==> src/hw/rtl/rcde_pkg.sv <==
// ----------------------------------------------------------------------------
// rcde_pkg
// shared constants, register indexes and the configuration struct of the
// radial capsule damage evaluator
// ----------------------------------------------------------------------------
`default_nettype none

package rcde_pkg;

    localparam int NODE_INDEX_BITS_DEF = 16;
    localparam int COORD_BITS_DEF      = 21;

    localparam int CFG_W       = 63;
    localparam int CFG_IDX_W   = 3;
    localparam int RADIUS_W    = 21;
    localparam int DAMAGE_W    = 16;
    localparam int HEALTH_W    = 16;
    localparam int FRAC_BITS   = 16;
    localparam int FIFO_DEPTH  = 4;

    localparam logic [CFG_IDX_W-1:0] CFG_SHAPE_MODE    = 3'd0;
    localparam logic [CFG_IDX_W-1:0] CFG_PROFILE_MODE  = 3'd1;
    localparam logic [CFG_IDX_W-1:0] CFG_POINT_A       = 3'd2;
    localparam logic [CFG_IDX_W-1:0] CFG_POINT_B       = 3'd3;
    localparam logic [CFG_IDX_W-1:0] CFG_MIN_RADIUS    = 3'd4;
    localparam logic [CFG_IDX_W-1:0] CFG_MAX_RADIUS    = 3'd5;
    localparam logic [CFG_IDX_W-1:0] CFG_DAMAGE_AMOUNT = 3'd6;

    typedef struct packed {
        logic                shape_mode;
        logic                profile_mode;
        logic [CFG_W-1:0]    point_a;
        logic [CFG_W-1:0]    point_b;
        logic [RADIUS_W-1:0] min_radius;
        logic [RADIUS_W-1:0] max_radius;
        logic [DAMAGE_W-1:0] damage_amount;
    } t_cfg;

endpackage

`default_nettype wire

==> src/hw/rtl/rcde_fifo.sv <==
// ----------------------------------------------------------------------------
// rcde_fifo
// short queue between the classifying front and the arithmetic back end
// ----------------------------------------------------------------------------
`default_nettype none

module rcde_fifo import rcde_pkg::*; #(
    parameter int WIDTH = 8,
    parameter int DEPTH = FIFO_DEPTH
) (
    input  wire logic             i_clk,
    input  wire logic             i_rst_n,
    input  wire logic             i_push,
    input  wire logic [WIDTH-1:0] i_data,
    output logic                  o_full,
    input  wire logic             i_pop,
    output logic                  o_valid,
    output logic [WIDTH-1:0]      o_data
);

    localparam int AW = (DEPTH > 1) ? $clog2(DEPTH) : 1;
    localparam int CW = $clog2(DEPTH + 1);

    logic [WIDTH-1:0] r_mem [DEPTH];
    logic [AW-1:0]    r_wr;
    logic [AW-1:0]    r_rd;
    logic [CW-1:0]    r_cnt;
    logic             do_push;
    logic             do_pop;

    assign o_full  = (r_cnt == CW'(DEPTH));
    assign o_valid = (r_cnt != '0);
    assign o_data  = r_mem[r_rd];
    assign do_push = i_push && !o_full;
    assign do_pop  = i_pop && o_valid;

    always_ff @(posedge i_clk) begin
        if (do_push) begin
            r_mem[r_wr] <= i_data;
        end
    end

    always_ff @(posedge i_clk) begin
        if (!i_rst_n) begin
            r_wr  <= '0;
            r_rd  <= '0;
            r_cnt <= '0;
        end else begin
            if (do_push) begin
                r_wr <= (r_wr == AW'(DEPTH - 1)) ? '0 : r_wr + 1'b1;
            end
            if (do_pop) begin
                r_rd <= (r_rd == AW'(DEPTH - 1)) ? '0 : r_rd + 1'b1;
            end
            r_cnt <= r_cnt + CW'(do_push) - CW'(do_pop);
        end
    end

endmodule

`default_nettype wire

==> config.mk <==
export PLATFORM = sky130hd
export DESIGN_NAME = rcde_fifo
export DESIGN_NICKNAME = d
export VERILOG_FILES = /design/src/hw/rtl/rcde_pkg.sv /design/src/hw/rtl/rcde_fifo.sv
export SDC_FILE = /design/constraint.sdc
export NUM_CORES = 1
export LEC_CHECK = 0
export BUFFER_PORTS_ARGS = -buffer_cell sky130_fd_sc_hd__buf_2
export CAP_MARGIN = 10
export CORE_ASPECT_RATIO = 2
export CORE_MARGIN = 2
export CORE_UTILIZATION = 30
export DETAILED_ROUTE_END_ITERATION = 6
export MAX_ROUTING_LAYER = met4
export PLACE_DENSITY = 0.47
export RECOVER_POWER = 50
export SLEW_MARGIN = 20
export SYNTH_ARGS = -nofsm -noshare
export SYNTH_HDL_FRONTEND = slang
export SYNTH_SLANG_ARGS = --single-unit
==> constraint.sdc <==
create_clock -name i_clk -period 2.6 [get_ports i_clk]
set_input_delay 0.26 -clock i_clk [delete_from_list [all_inputs] [get_ports i_clk]]
set_output_delay 0.26 -clock i_clk [all_outputs]
set_load 0.01 [all_outputs]
-- Word level (Yosys, flattened, before mapping)
Memory sizes are Yosys's and may differ from the RTL's. A register that Yosys moved wholly into a read port is not among the register bits.
Cells that the tools add are included.
- bits in registers: 7
- bits in latches: 0
- memory bits (writable): 32
- memory bits (read-only): 0
- input port bits: 12
- output and inout bits: 10
- logic and storage cells: 21
- memories kept: 1
- add/subtract/negate cells: 4
- multipliers: 0
- div/mod/pow operators: 0
- order comparisons: 0
- eq/ne operators: 3
- shifts and indexed selects: 0
- multiplexer cells: 6
- bitwise logic cells: 0
- reduce and logical (&&, ||, !) cells: 4
- memories (name ; words ; width ; rd ports ; clocked after Yosys merged registers in ; wr ports ; line ; source):
    r_mem ; 4 ; 8 ; 1 ; 1 ; 1 ; rcde_fifo.sv:24 ; logic [WIDTH-1:0] r_mem [DEPTH];
- operators by type and width (operator ; number):
    two-way mux 2 bit ; 4
    adder 2 x 1 -> 2 bit, second input constant ; 2
    == test 2 bit, second input constant ; 2
    adder 3 x 1 -> 3 bit ; 1
    == test 3 bit, second input constant ; 1
    nonzero test 3 bit ; 1
    subtractor 3 x 1 -> 3 bit ; 1
    logical AND 1 bit ; 2
    two-way mux 1 bit ; 2
    zero test 1 bit ; 1

-- Longest topological paths before layout
- depth in word-level cells: 5
- depth in mapped cells: 12
- mapped depth without buffers: 11

-- Least setup slack after synthesis
OpenSTA, ideal clock, no wires.
- kind: reg-to-reg
- start: register r_cnt[1]
- end: register r_cnt[2]
- setup time: 115 ps
- arrival time: 2087 ps
- required time: 2485 ps
- path slack: 398 ps
- cell stages (with the launch flop): 11
- path buffers: 0
- period minus slack after synthesis: 2202 ps
- path through: dfxtp_1 > o31ai_1 > inv_1 > ha_1 > inv_1 > ha_1 > inv_1 > fa_1 > xnor2_1 > xnor2_1 > and2_1
- word-level cells in the longest chain between the ends: 5
- elaborated cells between the ends (all ways): 7
- those cells by class: add/sub: 2; eq/ne: 1; reduce/logical: 4
- RTL lines (element ; line ; source):
    from (decl) ; rcde_fifo.sv:27 ; logic [CW-1:0] r_cnt;
    from (signal assigned) ; rcde_fifo.sv:55 ; r_cnt <= r_cnt + CW'(do_push) - CW'(do_pop);
    == test 3 bit ; rcde_fifo.sv:31 ; assign o_full = (r_cnt == CW'(DEPTH));
    zero test 1 bit ; rcde_fifo.sv:34 ; assign do_push = i_push && !o_full;
    logical AND 1 bit ; rcde_fifo.sv:34 ;
    adder 3 x 1 -> 3 bit ; rcde_fifo.sv:55 ;
    subtractor 3 x 1 -> 3 bit * ; rcde_fifo.sv:55 ;
Mark *: on every way between the ends. The rest lies on a longest branch, timed or not.
A chain may end at the register's enable or synchronous reset.

-- Final worst setup path
- start: register r_cnt[2]
- end: register r_cnt[2]
The elaborated chain is that of the path after synthesis.

==> reports/summary.txt <==
Post-cts sizing count: 0
# hold bufs at CTS: 0
CTS sink count: 41
Crit path max fanout: 4
Layout cells sized above 1: 0.223
Die H: 109 um
Most frequent cells in the layout: 32 x edfxtp_1, 13 x clkbuf_1, 11 x buf_2
Final WL: 2730 um
Synthesis Warnings: 0
Reg2reg start: r_cnt[2]$_SDFF_PN0_
Worst-Margin Slew: 0.614 ns
Most common cell after layout, fill and taps aside: edfxtp_1
Wire per inst: 15.1 um
Root Driver: clkbuf_8
Crit end category: flop
P&R area growth vs syn: 15.5%
Initial antenna violation count: 0
CTS tree: done
HP Class: primary input to flop
Xor-xnor portion of the synthesized cell area: 0.0107
CORE AREA: 5370 um2
# setup viols final: 0
Netlist cell types: 20
Chip width: 56.3 um
Fin crit period: 2.33 ns
Critical Path AT: 2.52 ns
Adder-cell share of the synthesized area: 0.0656
Vias: 842
CTS clock-pin slew for the worst setup and hold paths: 0.07 ns
Origin of the worst setup path: r_cnt[2]$_SDFF_PN0_
Hpwl dp: 2030 um
Final hold vios: 0
Full die area: 6110 um2
RSZ-0062 raised after global routing: no
Power per cell area: 957 nW/um2
TritonCTS Buffers: 5
Drt drc: 0
Placement row count: 38
Critical Path RT: 2.78 ns
Seq/Total Area, Yosys: 0.696
Average vias per placed instance: 4.65
Total leakage power: 0.000671 uW
Post-Synth Simple-Gate Area: 0.0671
Post-synth EDFFs: 32
# diodes: 0
Largest family of logic cells by synthesized area: multiplexers
Post-CTS Setup Inserts: 0
Htree depth: 2
Synth Flop Type: edfxtp_1
Max-cap violation count: 0
First-pass GRT wire length: 4550 um
Gr ovfl total: 0
Achievable Freq: 429 MHz
Port bufs: 21
Max IR drop VDD: 0.427 mV
Max Slew Vio Count: 0
Final Cycle Share: 0.897
Worst slew margin: 0.590
Worst hold path startpoint: i_data[0]
Mux share of post-synthesis cell area: 0.122
Synthesized net count: 114
Cells after synthesis: 94
Netlist Area Pre-Place: 1640 um2
Outcome: complete, no violations
Filler instances: 547
Vias in the first global route: 927
Final GP Congestion: 0.692
Overall Global Routing Usage: 0.107
WS Path Type: flop to flop
Largest net degree at the start of global routing: 14
Post-route ant nets: 0
Synth Area per Inst: 17.5 um2
Setup crit start kind: flop
Final Skew: 0.00675 ns
Synth Area in Compound Gates: 0.0107
Asr flop ratio synth: 0
Clock latency on the worst-skew pair: 0.29 ns
DR iter-0 viols: 19
Drt pass-1 iters: 3
Final setup TNS: 0 ns
Seq cells post-synth: 41
Clock Path Buffers: 2
Nets: 140
Initial core utilization: 0.305
Core Util, Final: 0.353
IO Count: 22
-- synthesized netlist by cell type (2+ instances only) --
library cell   n  area, um2
nor2_1         2       7.51
dfxtp_1        9        180
mux4_2         8        180
nand3_1        2       10.0
clkbuf_1       2       7.51
nor2b_1        2       12.5
nand2_1        6       22.5
inv_1          6       22.5
mux2i_1        2       20.0
ha_1           7       87.6
edfxtp_1      32        961
and2_1         6       37.5
o21ai_0        2       10.0
xnor2_1        2       17.5
-- area by class of cell --
type / instances / area [um2] / share of cell area
Clock buffer: 6 / 72.6 / 0.0383
Clock inverter: 2 / 35.0 / 0.0185
Inverter: 6 / 22.5 / 0.0119
Multi-Input combinational cell: 43 / 448 / 0.236
Sequential cell: 41 / 1140 / 0.602
Tap cell: 60 / 75.1 / 0.0396
Timing Repair Buffer: 23 / 100 / 0.0528
-- through the flow --
step	instance area, um2	setup WS (ns)	total power, uW	hold slack, ns	std cells
6_report	1890	0.268	1810	0.228	181
5_1_grt	1890	0.142	1930	0.234	181
4_1_cts	1920	0.296	1870	0.173	181
3_5_place_dp	1810	0.299	1370	0.478	173
3_3_place_gp	1810	0.500	1330	0.471	173
2_1_floorplan	1640	0.398	1200	0.359	94
-- power breakdown --
| part | total (uW) | switching, uW | internal, uW |
|---|---|---|---|
| sequential | 893 | 85.1 | 807 |
| combinational | 425 | 204 | 221 |
| clock | 495 | 210 | 285 |
| total | 1810 | 499 | 1310 |
-- metal layers --
| metal | vias to the layer above | global-route usage | part of all wire |
|---|---|---|---|
| met4 | 0 | 0.0612 | 0.029 |
| li1 | 397 | - | - |
| met5 | - | - | 0 |
| met3 | 7 | 0.0275 | 0.034 |
| met2 | 18 | 0.194 | 0.59 |
| met1 | 420 | 0.0976 | 0.35 |
-- cell families after synthesis --
family | after synthesis
adder cells (fa/ha/maj) | 8
AO/OA/AOI/OAI | 3
multiplexers | 10
buffers and inverters | 10
AND/OR/NAND/NOR | 20
XOR/XNOR | 2
flip-flops | 41
-- final timing paths --
check	endpoint	cells after the start	slack, ns
setup / recovery	r_cnt[2]$_SDFF_PN0_	11	0.27
hold / removal	r_mem[0][0]$_DFFE_PP_	1	0.23
setup reg to reg	r_cnt[2]$_SDFF_PN0_	11	0.27
hold reg to reg	r_wr[1]$_SDFFE_PN0P_	2	0.50
-- registers in the layout, summed over array words and instances (netlist names), named ones only --
name   cells
r_mem     32
r_rd       2
r_wr       2
r_cnt      3
-- critical path: stages (launching register included) --
cell and delay [ns]:
dfxtp_1 0.39, nor3b_1 0.35, nor2b_1 0.11, inv_1 0.08, ha_1 0.22, inv_1 0.06, ha_1 0.13, inv_1 0.05
fa_1 0.37, xnor2_1 0.15, xnor2_1 0.14, and2_1 0.17
(Power assumes the default switching activity.)
