--- src/hw/rtl/rcde_pkg.sv ---
// ----------------------------------------------------------------------------
// rcde_pkg
// shared constants, register indexes and the configuration struct of the
// radial capsule damage evaluator
// ----------------------------------------------------------------------------
`default_nettype none

package rcde_pkg;

    localparam int NODE_INDEX_BITS_DEF = 16;
    localparam int COORD_BITS_DEF      = 21;

    localparam int CFG_W       = 63;
    localparam int CFG_IDX_W   = 3;
    localparam int RADIUS_W    = 21;
    localparam int DAMAGE_W    = 16;
    localparam int HEALTH_W    = 16;
    localparam int FRAC_BITS   = 16;
    localparam int FIFO_DEPTH  = 4;

    localparam logic [CFG_IDX_W-1:0] CFG_SHAPE_MODE    = 3'd0;
    localparam logic [CFG_IDX_W-1:0] CFG_PROFILE_MODE  = 3'd1;
    localparam logic [CFG_IDX_W-1:0] CFG_POINT_A       = 3'd2;
    localparam logic [CFG_IDX_W-1:0] CFG_POINT_B       = 3'd3;
    localparam logic [CFG_IDX_W-1:0] CFG_MIN_RADIUS    = 3'd4;
    localparam logic [CFG_IDX_W-1:0] CFG_MAX_RADIUS    = 3'd5;
    localparam logic [CFG_IDX_W-1:0] CFG_DAMAGE_AMOUNT = 3'd6;

    typedef struct packed {
        logic                shape_mode;
        logic                profile_mode;
        logic [CFG_W-1:0]    point_a;
        logic [CFG_W-1:0]    point_b;
        logic [RADIUS_W-1:0] min_radius;
        logic [RADIUS_W-1:0] max_radius;
        logic [DAMAGE_W-1:0] damage_amount;
    } t_cfg;

endpackage

`default_nettype wire

--- src/hw/rtl/rcde_front.sv ---
// ----------------------------------------------------------------------------
// rcde_front
// accepts bond entries, drops those with unordered nodes or no health and
// hands the rest to the queue
// ----------------------------------------------------------------------------
`default_nettype none

module rcde_front import rcde_pkg::*; #(
    parameter int COORD_BITS      = COORD_BITS_DEF,
    parameter int NODE_INDEX_BITS = NODE_INDEX_BITS_DEF
) (
    input  wire logic                                          i_clk,
    input  wire logic                                          i_rst_n,
    input  wire logic                                          i_valid,
    output logic                                               o_ready,
    input  wire logic signed [COORD_BITS-1:0]                  i_x,
    input  wire logic signed [COORD_BITS-1:0]                  i_y,
    input  wire logic signed [COORD_BITS-1:0]                  i_z,
    input  wire logic signed [HEALTH_W-1:0]                    i_health,
    input  wire logic [NODE_INDEX_BITS-1:0]                    i_na,
    input  wire logic [NODE_INDEX_BITS-1:0]                    i_nb,
    output logic                                               o_push,
    input  wire logic                                          i_full,
    output logic [3*COORD_BITS+2*NODE_INDEX_BITS-1:0]          o_item
) ;

    logic                                      r_valid;
    logic [3*COORD_BITS+2*NODE_INDEX_BITS-1:0] r_item;
    logic                                      keep;

    assign keep    = (i_na < i_nb) && (i_health > 0);
    assign o_ready = !r_valid || !i_full;
    assign o_push  = r_valid && !i_full;
    assign o_item  = r_item;

    always_ff @(posedge i_clk) begin
        if (!i_rst_n) begin
            r_valid <= 1'b0;
        end else if (o_ready) begin
            r_valid <= i_valid && keep;
            r_item  <= {i_nb, i_na, i_z, i_y, i_x};
        end
    end

endmodule

`default_nettype wire

--- config.mk ---
export PLATFORM = sky130hd
export DESIGN_NAME = rcde_front
export DESIGN_NICKNAME = d
export VERILOG_FILES = /design/src/hw/rtl/rcde_pkg.sv /design/src/hw/rtl/rcde_front.sv
export SDC_FILE = /design/constraint.sdc
export NUM_CORES = 1
export LEC_CHECK = 0
export BUFFER_PORTS_ARGS = -buffer_cell sky130_fd_sc_hd__buf_2
export CAP_MARGIN = 20
export CORE_MARGIN = 1.5
export CORE_UTILIZATION = 42
export CTS_BUF_LIST = sky130_fd_sc_hd__clkbuf_16
export CTS_CLUSTER_SIZE = 25
export DETAILED_ROUTE_END_ITERATION = 8
export GPL_ROUTABILITY_DRIVEN = 0
export PLACE_DENSITY = 0.79
export SLEW_MARGIN = 20
export SYNTH_ARGS = -nofsm -noshare
export SYNTH_HDL_FRONTEND = slang
export SYNTH_SLANG_ARGS = --single-unit
export TNS_END_PERCENT = 1
--- constraint.sdc ---
create_clock -name i_clk -period 6.3 [get_ports i_clk]
set_input_delay 0.315 -clock i_clk [delete_from_list [all_inputs] [get_ports i_clk]]
set_output_delay 0.315 -clock i_clk [all_outputs]
set_load 0.005 [all_outputs]
# After elaboration in Yosys (flattened, before gate mapping)
# Index checks and enable logic that the tools add are counted.
# totals
register_bits	96
inputBits	115
word_cells	11
# op_classes
n_lt_le_gt_ge	2
reduce_logical	7
# op_table
op	n
$gt A16 B1 Y1 const B	1
$lt A16 B16 Y1	1
$logic_and A1 B1 Y1	3
$logic_not A1 Y1	2
$reduce_and A2 Y1	1
$logic_or A1 B1 Y1	1

# Logic depth before layout (Yosys ltp)
# Gate-level depths: netlist (run 1).
# depth
word_depth	3
depth_mapped	6

# Worst setup path before layout (run 1)
# Ideal clock, no wire load.
# synth_timing
path_type	in2reg
from	input i_rst_n
to	register r_item[0] (netlist: o_item[0]), enable pin
setup_time_ns	0.580
arrival_time_ns	4.956
required_ns	5.720
path_slack_ns	0.764
path_stages	2
path_cell_list	inv_1 a21oi_1
# synth_via
elab_chain_len	1
# synth_lines
element	line	text
start, declared	rcde_front.sv:13	input wire logic i_rst_n,
$reduce_and A2 Y1 (no source line)	--	
end signal, assigned	rcde_front.sv:41	r_item <= {i_nb, i_na, i_z, i_y, i_x};
end, declared	rcde_front.sv:28	logic [3*COORD_BITS+2*NODE_INDEX_BITS-1:0] r_item;
# Every way passes these cells.
# A chain may end at the register's enable or synchronous reset.

# Worst setup path after layout (run 1)
# layout_timing
from	register r_valid
to	register r_item[56] (netlist: o_item[56]), enable pin
# layout_via
elab_chain_len	3
# layout_lines
element	line	text
start, declared	rcde_front.sv:27	logic r_valid;
start signal, assigned	rcde_front.sv:40	r_valid <= i_valid && keep;
$logic_not A1 Y1	rcde_front.sv:32	assign o_ready = !r_valid || !i_full;
$logic_or A1 B1 Y1	rcde_front.sv:32	
$reduce_and A2 Y1 (no source line)	--	
# Every way passes these cells.

==> results.sh, run 1 <==
export IMPL_drcViolationCount=0
export IMPL_cts_tree="done"
export IMPL_fillers=622
export IMPL_ys_types=22
export IMPL_io_pins=212
export IMPL_die_w_um=91.8
export IMPL_avgRoutedWirePerCell_um=13.9
export IMPL_fin_crit_sh_pct=24.6
export IMPL_finalHoldViolations=0
export IMPL_relSlewSlack_pct=45.2
export IMPL_post_cts_resized=0
export IMPL_numCtsBuffers=9
export IMPL_drtPass1Iterations=4
export IMPL_area_growth_pct=45.3
export IMPL_cp_arrival_ns=1.50
export IMPL_worstHoldPathType="input pin to register"
export IMPL_clkSinkCount=96
export IMPL_grt_pass1_vias=2052
export IMPL_synth_fp_nets=283
export IMPL_antenna_found_initial=0
export IMPL_clock_latency_ns=0.32
export IMPL_powerDensity_nw_per_um2=290
export IMPL_die_h_um=91.8
export IMPL_p_leak_nw=2.17
export IMPL_ant_nets=0
export IMPL_p_switching_mw=0.282
export IMPL_rr_startpoint="r_valid"
export IMPL_grt_start_max_net_pins=96
export IMPL_io_buffers=211
export IMPL_min_from="i_y[10]"
export IMPL_start_util_pct=43.1
export IMPL_via_per_inst=4.55
export IMPL_drive_above_1_share_pct=60.8
export IMPL_required_ns=6.25
export IMPL_fin_nets=506
export IMPL_hold_depth=1
export IMPL_finalMaxSlewViolations=0
export IMPL_core_um2=7690
export IMPL_irDropWorstVdd_uv=179
export IMPL_n_antenna_cell=0
export IMPL_ys_seq_area_share_pct=86.7
export IMPL_rsz0062_at_grt="false"
export IMPL_ys_ff_latch=96
export IMPL_path_class="register to register"
export IMPL_power_frac_seq_pct=54.1
export IMPL_yosysWarnings=0
export IMPL_p_int_mw=1.11
export IMPL_post_cts_buffers=0
export IMPL_htree_levels=3
export IMPL_setup_worst_path_start="r_valid"
export IMPL_crit_path_end_kind="register"
export IMPL_setup_tns_ns=0
export IMPL_dieArea_um2=8430
export IMPL_synth_cell_area_um2=3310
export IMPL_grt_pass1_wl_um=10000
export IMPL_vias=2192
export IMPL_path_clk_slew_ns=0.07
export IMPL_total_power_mw=1.40
export IMPL_rows=32
export IMPL_synthCells=153
export IMPL_track_usage_pct=15.8
export IMPL_fin_skew_ns=0.00531
export IMPL_postCtsHoldBufs=0
export IMPL_timing_fmax_ghz=0.646
export IMPL_p_clk_share_pct=37.5
export IMPL_switching_share_pct=20.2
export IMPL_fin_crit_ns=1.55
export IMPL_utilization_pct=62.6
export IMPL_clockRootBuffer="clkbuf_16"
export IMPL_clock_path_buffers=2
export IMPL_status="complete, no violations"
export IMPL_tightestPinTransition_ns=0.822
export IMPL_grt_overflow_total=0
export IMPL_syn_avg_cell_area_um2=21.6
export IMPL_p_comb_share_pct=8.4
export IMPL_startpoint_type="register"
export IMPL_wl_um=6710
export IMPL_maxCapViolations=0
export IMPL_worst_path_max_fanout=95
export IMPL_drt_iter0_markers=64
export IMPL_hpwl_um=5210
export IMPL_finalSetupViolCount=0
export IMPL_worst_r2r_path_depth=2
-- cells in the mapped netlist --
cell	instances	area (µm²)
o211ai_1	2	15.0
o21a_1	1	7.51
ha_1	15	188
a221oi_2	1	15.0
inv_1	16	60.1
nor2b_1	1	6.26
a211oi_2	1	12.5
edfxtp_1	95	2850
nor4_1	3	18.8
a211oi_1	2	15.0
a21oi_2	1	8.76
a21o_1	2	15.0
a21oi_1	1	5.00
o2111ai_1	3	26.3
nand4_1	2	12.5
nand2_1	1	3.75
nor3b_1	1	7.51
nor2_1	1	3.75
a221oi_1	1	8.76
dfxtp_1	1	20.0
o21ai_0	1	5.00
nor3_1	1	5.00
-- cell families after synthesis --
group | Yosys count | share of synthesized area, %
compound gates | 16 | 4.04
fa+ha+maj | 15 | 5.67
buf+inv | 16 | 1.81
flops | 96 | 86.7
simple gates | 10 | 1.74
-- final timing paths --
check / to / slack (ns)
setup / recovery: o_item[56] / 4.75
hold reg to reg: r_valid / 0.56
setup reg to reg: o_item[56] / 4.75
hold / removal: o_item[31] / 0.16
-- cell type report --
type | instances | area, µm² | area share, %
clock buffers | 9 | 225 | 4.68
clock inverters | 6 | 70.1 | 1.46
inverters | 16 | 60.1 | 1.25
multi-input cells | 41 | 390 | 8.11
flip-flops and latches | 96 | 2870 | 59.7
well taps | 102 | 128 | 2.65
repair buffers | 212 | 1070 | 22.2
-- flip-flops by register name, indices dropped and copies added (netlist names) --
signal / cells
o_item: 95
r_valid: 1
-- stage by stage --
stage          std cells  instance area, µm²  hold WS (ns)  setup slack, ns
2_1_floorplan        153                3310         0.414            0.764
3_3_place_gp         467                4510         0.492             4.43
3_5_place_dp         467                4510         0.493             4.40
4_1_cts              482                4810         0.143             4.51
5_1_grt              482                4810         0.137             4.66
6_report             482                4810         0.160             4.75
-- per-layer routing --
metal | track usage, % | share of wire, %
met1 | 16.9 | 37
met4 | 4.10 | 0.28
met2 | 28.6 | 52
met5 | 0 | 0
met3 | 6.88 | 10
-- critical path, cell delays in order, from the launching register on --
cell and delay (ns):
dfxtp_1 0.35, a21oi_4 0.13, buf_6 0.63
-- cells in the final DEF, fill, tap and decap left out, types with 2 or more instances in the layout --
master,count
edfxtp_1,95
o211ai_1,2
ha_1,15
o2111ai_1,3
buf_2,211
nand4_1,2
nor4_1,3
a21o_1,2
inv_1,16
clkinv_4,3
clkbuf_16,9
a211oi_1,2
-- power by group through the flow --
stage | combinational (mW) | sequential [mW] | clock, mW
floorplan | 0.0291 | 0.782 | 0
global placement | 0.115 | 0.769 | 0
detailed placement | 0.118 | 0.770 | 0
CTS | 0.119 | 0.757 | 0.540
global route | 0.129 | 0.759 | 0.565
finish | 0.117 | 0.756 | 0.524
No activity file was read; power rests on OpenSTA's default activity.
==> run 2, diff against run 1 <==
==> constraint.sdc (replaced) <==
create_clock -name i_clk -period 1.5 [get_ports i_clk]
set_input_delay 0.075 -clock i_clk [delete_from_list [all_inputs] [get_ports i_clk]]
set_output_delay 0.075 -clock i_clk [all_outputs]
set_load 0.005 [all_outputs]
==> run 2 against run 1 <==
Against the previous run: worst setup slack got worse by 4.7 ns; register-to-register slack got worse by 4.5 ns; flip-flop and latch count unchanged; wire length increased by 39%; worst hold slack got worse by 0.12 ns; power increased to 4.3 times the previous value; sequential share of layout area decreased by 10 points; non-clock buffer count increased by 97; critical endpoint is now r_valid; largest cell class unchanged; largest power group unchanged; highest routed layer unchanged.
==> results.sh, run 2 (synthesized netlist as in run 1, its figures left out) <==
export IMPL_core_um2=7690
export IMPL_largest_register_ffs=95
export IMPL_grt_pass1_vias=2865
export IMPL_tightestPinTransition_ns=0.349
export IMPL_cts_tree="done"
export IMPL_drcViolationCount=0
export IMPL_fin_nets=603
export IMPL_rows=32
export IMPL_worst_r2r_path_depth=2
export IMPL_powerDensity_nw_per_um2=1040
export IMPL_die_w_um=91.8
export IMPL_clock_latency_ns=0.33
export IMPL_irDropWorstVdd_uv=534
export IMPL_clock_path_buffers=2
export IMPL_numCtsBuffers=9
export IMPL_final_cell_mix="buf_2, dlygate4sd3_1, edfxtp_1, inv_1, ha_1"
export IMPL_finalMaxSlewViolations=0
export IMPL_hold_depth=3
export IMPL_p_int_mw=4.71
export IMPL_avgRoutedWirePerCell_um=16.1
export IMPL_reg2reg_to="o_item[49]"
export IMPL_die_h_um=91.8
export IMPL_drtPass1Iterations=4
export IMPL_fin_skew_ns=0.00695
export IMPL_worst_path_max_fanout=2
export IMPL_setup_tns_ns=0
export IMPL_fin_crit_ns=1.45
export IMPL_finalSetupViolCount=0
export IMPL_wl_um=9310
export IMPL_relSlewSlack_pct=76.7
export IMPL_clockRootBuffer="clkbuf_16"
export IMPL_finalHoldViolations=0
export IMPL_r2r_slack_ns=0.26
export IMPL_ant_nets=0
export IMPL_io_pins=212
export IMPL_worstHoldPathType="input pin to register"
export IMPL_min_to="r_valid"
export IMPL_p_comb_share_pct=12.2
export IMPL_drive_above_1_share_pct=49.4
export IMPL_htree_levels=3
export IMPL_startpoint_type="input pin"
export IMPL_p_switching_mw=1.32
export IMPL_maxCapViolations=0
export IMPL_hpwl_um=5510
export IMPL_crit_chain="dlygate4sd3_1 > buf_2 > ha_1 > a21o_1 > a211oi_2 > o211ai_1 > a221oi_2"
export IMPL_clkSinkCount=96
export IMPL_max_stage_delay_ns=0.53
export IMPL_antenna_found_initial=0
export IMPL_final_common_cell="buf_2"
export IMPL_track_usage_pct=21.6
export IMPL_start_util_pct=43.1
export IMPL_grt_pass1_wl_um=13600
export IMPL_grt_start_max_net_pins=52
export IMPL_dieArea_um2=8430
export IMPL_vias=2685
export IMPL_min_from="i_valid"
export IMPL_timing_fmax_ghz=0.691
export IMPL_via_per_inst=4.63
export IMPL_path_clk_slew_ns=0.06
export IMPL_p_clk_share_pct=35.0
export IMPL_grt_overflow_total=0
export IMPL_drt_iter0_markers=66
export IMPL_fin_crit_sh_pct=96.4
export IMPL_io_buffers=211
export IMPL_cp_arrival_ns=1.68
export IMPL_switching_share_pct=21.9
export IMPL_path_class="input pin to register"
export IMPL_rr_startpoint="r_valid"
export IMPL_required_ns=1.73
export IMPL_rsz0062_at_grt="false"
export IMPL_crit_path_end_kind="register"
export IMPL_critPathSlowestCell="dlygate4sd3_1"
export IMPL_utilization_pct=75.4
export IMPL_p_leak_nw=2.57
export IMPL_hold_ws_ns=0.0394
export IMPL_n_antenna_cell=0
export IMPL_area_growth_pct=75.1
export IMPL_power_frac_seq_pct=52.8
export IMPL_status="complete, no violations"
[run 2: changes by cell type in the layout (fill, tap and decap cells not counted), sizes merged]
cell | previous run | this run
clkinvlp | 0 | 2
buf | 212 | 214
clkinv | 4 | 2
bufinv | 1 | 0
inv | 17 | 19
dlygate4sd3 | 0 | 95
[run 2: final cells by class]
| type | count | area, µm² |
|---|---|---|
| clock buffers | 9 | 225 |
| repair buffers | 309 | 2050 |
| flip-flops and latches | 96 | 2870 |
| fillers | 505 | 1890 |
| well taps | 102 | 128 |
| clock inverters | 7 | 56.3 |
| inverters | 16 | 60.1 |
| multi-input cells | 41 | 400 |
[run 2: how the worst max path moves through the flow]
stage	slack (ns)	endpoint	from
final	0.05	r_valid	i_na[5]
after global routing	0.007	r_valid	i_na[9]
after CTS	0.01	r_valid	i_na[5]
after detailed placement	0.07	r_valid	i_nb[6]
after global placement	0.14	r_valid	i_na[6]
after floorplan	-0.84	o_item[0]	r_valid
[run 2: layer usage]
metal	routed length, µm	up-vias	track usage [%]	part of all wire [%]
met5	0	-	0	0
met4	263	0	9.23	2.8
met3	633	23	5.14	6.8
met2	5290	145	43.0	57
met1	3130	1268	20.7	34
li1	-	1249	-	-
[run 2: worst max-delay path: cells and delay by family]
kind                     cells  cell delay, ns
adder cells (fa/ha/maj)      1            0.19
buffers and inverters        2            0.66
AO/OA/AOI/OAI                4            0.76
[run 2: power by group through the flow]
stage / clock [mW] / sequential (mW) / combinational (mW)
finish: 2.11 / 3.18 / 0.732
global route: 2.24 / 3.19 / 0.792
CTS: 2.15 / 3.18 / 0.712
detailed placement: 0 / 3.23 / 0.516
global placement: 0 / 3.23 / 0.501
floorplan: 0 / 3.27 / 0.125
[run 2: per-stage QoR]
| step | std cells | setup WS, ns | instance area [µm²] | total power [mW] |
|---|---|---|---|---|
| after floorplan | 153 | -0.840 | 3320 | 3.39 |
| after global routing | 580 | 0.00740 | 5800 | 6.23 |
| after global placement | 469 | 0.141 | 4560 | 3.73 |
| final | 580 | 0.0535 | 5800 | 6.02 |
| after detailed placement | 469 | 0.0668 | 4560 | 3.75 |
| after CTS | 580 | 0.00954 | 5790 | 6.04 |
[run 2: what timing repair did]
item / CTS / global route
hold buffers: 95 / 0
resized for setup: 0 / 2
setup endpoints to repair: 0 / 1
endpoints found under the hold margin: 95 / 0
setup buffers: 0 / 0
